<file path="src/hdl/wdoc_pkg.sv">
// Package for the windowed depth outlier compare block: widths, register
// indexes and shared types. No dependencies.
`default_nettype none
package wdoc_pkg;
   localparam int MaxWindow  = 1024;
   localparam int NumSamples = 4;
   localparam int Lanes      = 4;
   localparam int HistAw     = $clog2(MaxWindow);
   localparam int LenW       = 11;
   localparam int SumW       = 26;
   localparam int PosW       = 31;
   localparam int DepW       = 16;
   localparam int AddrW      = 3;

   localparam logic [AddrW-1:0] RegLength  = 3'd0;
   localparam logic [AddrW-1:0] RegStep    = 3'd1;
   localparam logic [AddrW-1:0] RegPeak    = 3'd2;
   localparam logic [AddrW-1:0] RegRatio   = 3'd3;
   localparam logic [AddrW-1:0] RegSamples = 3'd4;

   typedef struct packed {
      logic            region_first;
      logic [PosW-1:0] position;
      logic [DepW-1:0] depth_s0;
      logic [DepW-1:0] depth_s1;
      logic [DepW-1:0] depth_s2;
      logic [DepW-1:0] depth_s3;
   } req_type;

   typedef struct packed {
      logic [PosW-1:0] window_begin;
      logic [DepW-1:0] mean_s0;
      logic [DepW-1:0] mean_s1;
      logic [DepW-1:0] mean_s2;
      logic [DepW-1:0] mean_s3;
      logic [DepW-1:0] mean_all;
      logic [3:0]      outlier_mask;
      logic [DepW-1:0] largest_diff;
   } rsp_type;

   // divider control between sequencer and divider
   typedef struct packed {
      logic            start;
      logic [47:0]     dividend;
      logic [23:0]     divisor;
   } div_cmd_type;
endpackage
`default_nettype wire

</file>
<file path="src/hdl/wdoc_div.sv">
// Restoring radix-2 divider, one quotient bit per cycle, 48 by 24 bits.
// Depends on wdoc_pkg.
`default_nettype none
module wdoc_div (
   input  wire logic                 clock,
   input  wire logic                 reset,
   input  wire wdoc_pkg::div_cmd_type cmd,
   output logic                      done,
   output logic [47:0]               quotient
);
   logic [47:0] quo_ff, quo_in;
   logic [24:0] rem_ff, rem_in;
   logic [23:0] dvs_ff, dvs_in;
   logic [5:0]  cnt_ff, cnt_in;
   logic        busy_ff, busy_in;
   logic [24:0] trial;

   assign trial = {rem_ff[23:0], quo_ff[47]} - {1'b0, dvs_ff};

   // shift one dividend bit in per cycle
   always_comb begin
      quo_in  = quo_ff;
      rem_in  = rem_ff;
      dvs_in  = dvs_ff;
      cnt_in  = cnt_ff;
      busy_in = busy_ff;
      if (cmd.start) begin
         quo_in  = cmd.dividend;
         rem_in  = '0;
         dvs_in  = cmd.divisor;
         cnt_in  = 6'd48;
         busy_in = 1'b1;
      end else if (busy_ff) begin
         if (!trial[24]) begin
            rem_in = trial;
            quo_in = {quo_ff[46:0], 1'b1};
         end else begin
            rem_in = {rem_ff[23:0], quo_ff[47]};
            quo_in = {quo_ff[46:0], 1'b0};
         end
         cnt_in = cnt_ff - 6'd1;
         if (cnt_ff == 6'd1) busy_in = 1'b0;
      end
   end

   always_ff @(posedge clock) begin
      quo_ff <= quo_in;
      rem_ff <= rem_in;
      dvs_ff <= dvs_in;
      cnt_ff <= cnt_in;
      if (reset) busy_ff <= 1'b0;
      else       busy_ff <= busy_in;
   end

   assign done     = busy_ff && (cnt_ff == 6'd1);
   assign quotient = quo_in;
endmodule
`default_nettype wire

</file>
<file path="config.mk">
export PLATFORM = sky130hd
export DESIGN_NAME = wdoc_div
export DESIGN_NICKNAME = d
export VERILOG_FILES = /design/src/hdl/wdoc_pkg.sv /design/src/hdl/wdoc_div.sv
export SDC_FILE = /design/constraint.sdc
export NUM_CORES = 1
export LEC_CHECK = 0
export BUFFER_PORTS_ARGS = -buffer_cell sky130_fd_sc_hd__buf_2
export CAP_MARGIN = 20
export CELL_PAD_IN_SITES_DETAIL_PLACEMENT = 0
export CELL_PAD_IN_SITES_GLOBAL_PLACEMENT = 1
export CORE_UTILIZATION = 44
export CTS_CLUSTER_SIZE = 16
export DETAILED_ROUTE_END_ITERATION = 7
export HOLD_SLACK_MARGIN = 0.05
export PLACE_DENSITY = 0.82
export SETUP_SLACK_MARGIN = 0.02
export SLEW_MARGIN = 10
export SYNTH_ARGS = -nofsm -noshare
export SYNTH_HDL_FRONTEND = slang
export SYNTH_SLANG_ARGS = --single-unit
</file>
<file path="constraint.sdc">
create_clock -name clock -period 6.45 [get_ports clock]
set_input_delay 1.29 -clock clock [delete_from_list [all_inputs] [get_ports clock]]
set_output_delay 1.29 -clock clock [all_outputs]
set_load 0.02 [all_outputs]
</file>
==> metrics.cfg <==
[global_route]
track_usage = 0.195
grt-ovfl-total = 0
grtUsageMet3 = 0.0805
antenna_found_initial = 0
grt_max_degree = 128
globalRoute.busiestLayer = met2
grt_pass1_vias = 4407
grt_pass1_wl_um = 20200
grt_util_met2 = 0.335
met1_usage = 0.217

[pwr]
p_int_mw = 1.17
finalPower_mw = 1.71
leakagePower_nw = 2.95
p_comb_frac = 0.250
swShare = 0.317
p_switching_uw = 543
power_density_mw_per_mm2 = 261
seq_power_share = 0.447
vdd_ir_drop_max_v = 0.000209
pwr-share-clk = 0.302

[timing]
slew_violations = 0
min_period_ns = 4.58
worstMarginPinSlew_ns = 0.875
setup_viol = 0
hold_viol = 0
period_share = 0.710
relSlewSlack = 0.416
finClkSkew_ns = 0.00836
setup_slack_ns = 1.87
rsz0062_at_grt = false
fmax_ghz = 0.218
setup-tns-final_ns = 0

[logic_synthesis]
synth_most_common_cell = nand2_1
synth_area_mm2 = 0.00558
ys_async_sr_fraction = 0
synth_area_leaders = dfxtp_1 (28%), edfxtp_1 (13%), mux2i_1 (9.0%)
yosysTopAreaCell = dfxtp_1
syn_nets = 703
synth.avg_cell_area_um2 = 9.28
ys.flop_type = dfxtp_1
synth-edff-count = 24
syn_inst = 601
synth_warnings = 0
ys_top_cells_by_count = nand2_1 (101), dfxtp_1 (79), o21ai_0 (58)
ys_ff_latch = 103
synth-seq-area-share = 0.413
synth_top_area_frac = 0.284
ys_types = 65

[placed_design]
dp_hpwl_um = 8690
pre_cts_ws_ns = 2.20
place_area_mm2 = 0.00626
place_congestion = 0.799
io_buffers = 123

[clock_tree]
cts.sinks = 103
cts_max_level = 3
cts.path.max_buffers = 2
clock_latency_ns = 0.35
cts_tree = built
post_cts_buffers = 0
hold_buffers = 0
root_buffer = clkbuf_16
cts_buffers = 9
cts_resized = 0
path_clk_slew_ns = 0.07

[critical_path]
path_max_fanout = 5
cp_cell_sequence = inv_1 -> ha_1 -> fa_1 -> nand2b_4 -> a21oi_4 -> o2bb2ai_4 -> o41ai_4 -> a311o_4 -> xnor2_2 -> mux2i_1 -> o21ai_0 -> buf_2
crit_arrival_ns = 3.29
crit_type = reg -> out
critPathSlowestCell = o41ai_4
crit_path_end_kind = output pin
cp-start-kind = flop
rr_worst_depth = 11
cp.required_ns = 5.16
slowest_delay_ns = 0.41

[routing]
drc = 0
ant_nets = 0
vias = 4510
viasPerCell = 5.12
drt_pre_antenna_iters = 5
wl_per_cell_um = 13.6
finalWirelength_um = 12000
drtIter0Drc = 198

[final_layout]
final_design_area_no_fill_mm2 = 0.00657
layout-drive-gt1-share = 0.238
fin_nets = 810
area_delta_synth_final_pct = 17.8
antennaDiodeCount = 0

[worst_hold_path]
hold_depth = 2
hp-class = reg -> reg

[floorplanning]
num_rows = 40
fp.dieW_um = 115
die-area_mm2 = 0.0131
boundaryPins = 124
die_y_um = 115
start_util = 0.458
core_region_area_mm2 = 0.0122

[run_status]
status = complete, no violations

[run]
max_cap_violations = 0

power groups by stage:
stage,registers (mW),clock network (mW),logic (mW)
after global routing,0.775,0.561,0.481
after global placement,0.779,0,0.426
final,0.766,0.518,0.429
after floorplan,0.765,0,0.331
after detailed placement,0.781,0,0.429
after CTS,0.767,0.536,0.432
kinds of logic after synthesis:
kind of cell,synth area share
AO/OA/AOI/OAI,0.194
AND/OR/NAND/NOR,0.149
XOR/XNOR,0.0393
flip-flops,0.413
multiplexers,0.0898
adder cells (fa/ha/maj),0.0619
buffers and inverters,0.0532
metrics by stage:
stage                     hold slack [ns]  instances  utilization
after floorplan                     0.468        601            -
after global placement              0.481        864        0.515
after detailed placement            0.491        864        0.515
after CTS                           0.501        880        0.538
after global routing                0.516        881        0.540
final                               0.501        881        0.540
flip-flops by register name (all words and copies together), names as in the netlist:
register  flops
rem_ff       24
quo_ff       48
dvs_ff       24
cnt_ff        6
busy_ff       1
cell usage in the layout, fill, tap and decap left out, types with 2 or more instances in the layout:
cell type,instances
a31oi_1,5
o211ai_1,2
ha_1,26
buf_2,122
o21bai_1,2
o21ai_1,2
clkinv_4,3
clkbuf_16,9
a311oi_1,5
o311ai_0,3
nand2_1,101
and3_1,7
nor3_1,4
o31ai_1,5
a21o_1,8
or4b_1,2
xnor2_1,15
mux2i_1,50
or3_1,3
dfxtp_1,78
nand2b_1,5
a311oi_2,12
or2_2,2
a21oi_1,28
o21ai_0,58
nor2b_1,2
o21a_1,2
edfxtp_1,24
o41ai_1,2
nand3_1,5
nor3b_1,3
xor2_1,5
nor2_1,39
a211oi_1,3
buf_4,4
inv_1,33
cell type report:
type,count,area [µm²]
fill,1143,5590
multi-input combinational,434,2980
sequential,103,2310
timing repair buffer,127,668
clock buffer,10,229
tap,168,210
inverter,33,124
clock inverter,6,56.3
metal layers:
layer	part of all wire	vias up	routed length, µm
li1	-	2341	-
met1	0.43	2040	5120
met2	0.47	118	5680
met3	0.082	11	977
met4	0.016	0	186
met5	0	-	0
critical path: cells and delay by family (launching register included):
kind	cells	cell delay, ns
compound gates	5	1.31
fa+ha+maj	2	0.61
flops	1	0.35
buf+inv	2	0.26
simple gates	1	0.17
xor+xnor	1	0.15
mux	1	0.10
final timing paths:
| check | slack (ns) | startpoint | to |
|---|---|---|---|
| max | 1.87 | quo_ff[47]$_DFF_P_ | quotient[0] |
| min | 0.50 | rem_ff[6]$_SDFFE_PP0P_ | rem_ff[7]$_SDFFE_PP0P_ |
| min reg2reg | 0.50 | rem_ff[6]$_SDFFE_PP0P_ | rem_ff[7]$_SDFFE_PP0P_ |
| max reg2reg | 3.15 | quo_ff[47]$_DFF_P_ | rem_ff[10]$_SDFFE_PP0P_ |
Note: power is estimated with default switching activity, not from simulation.
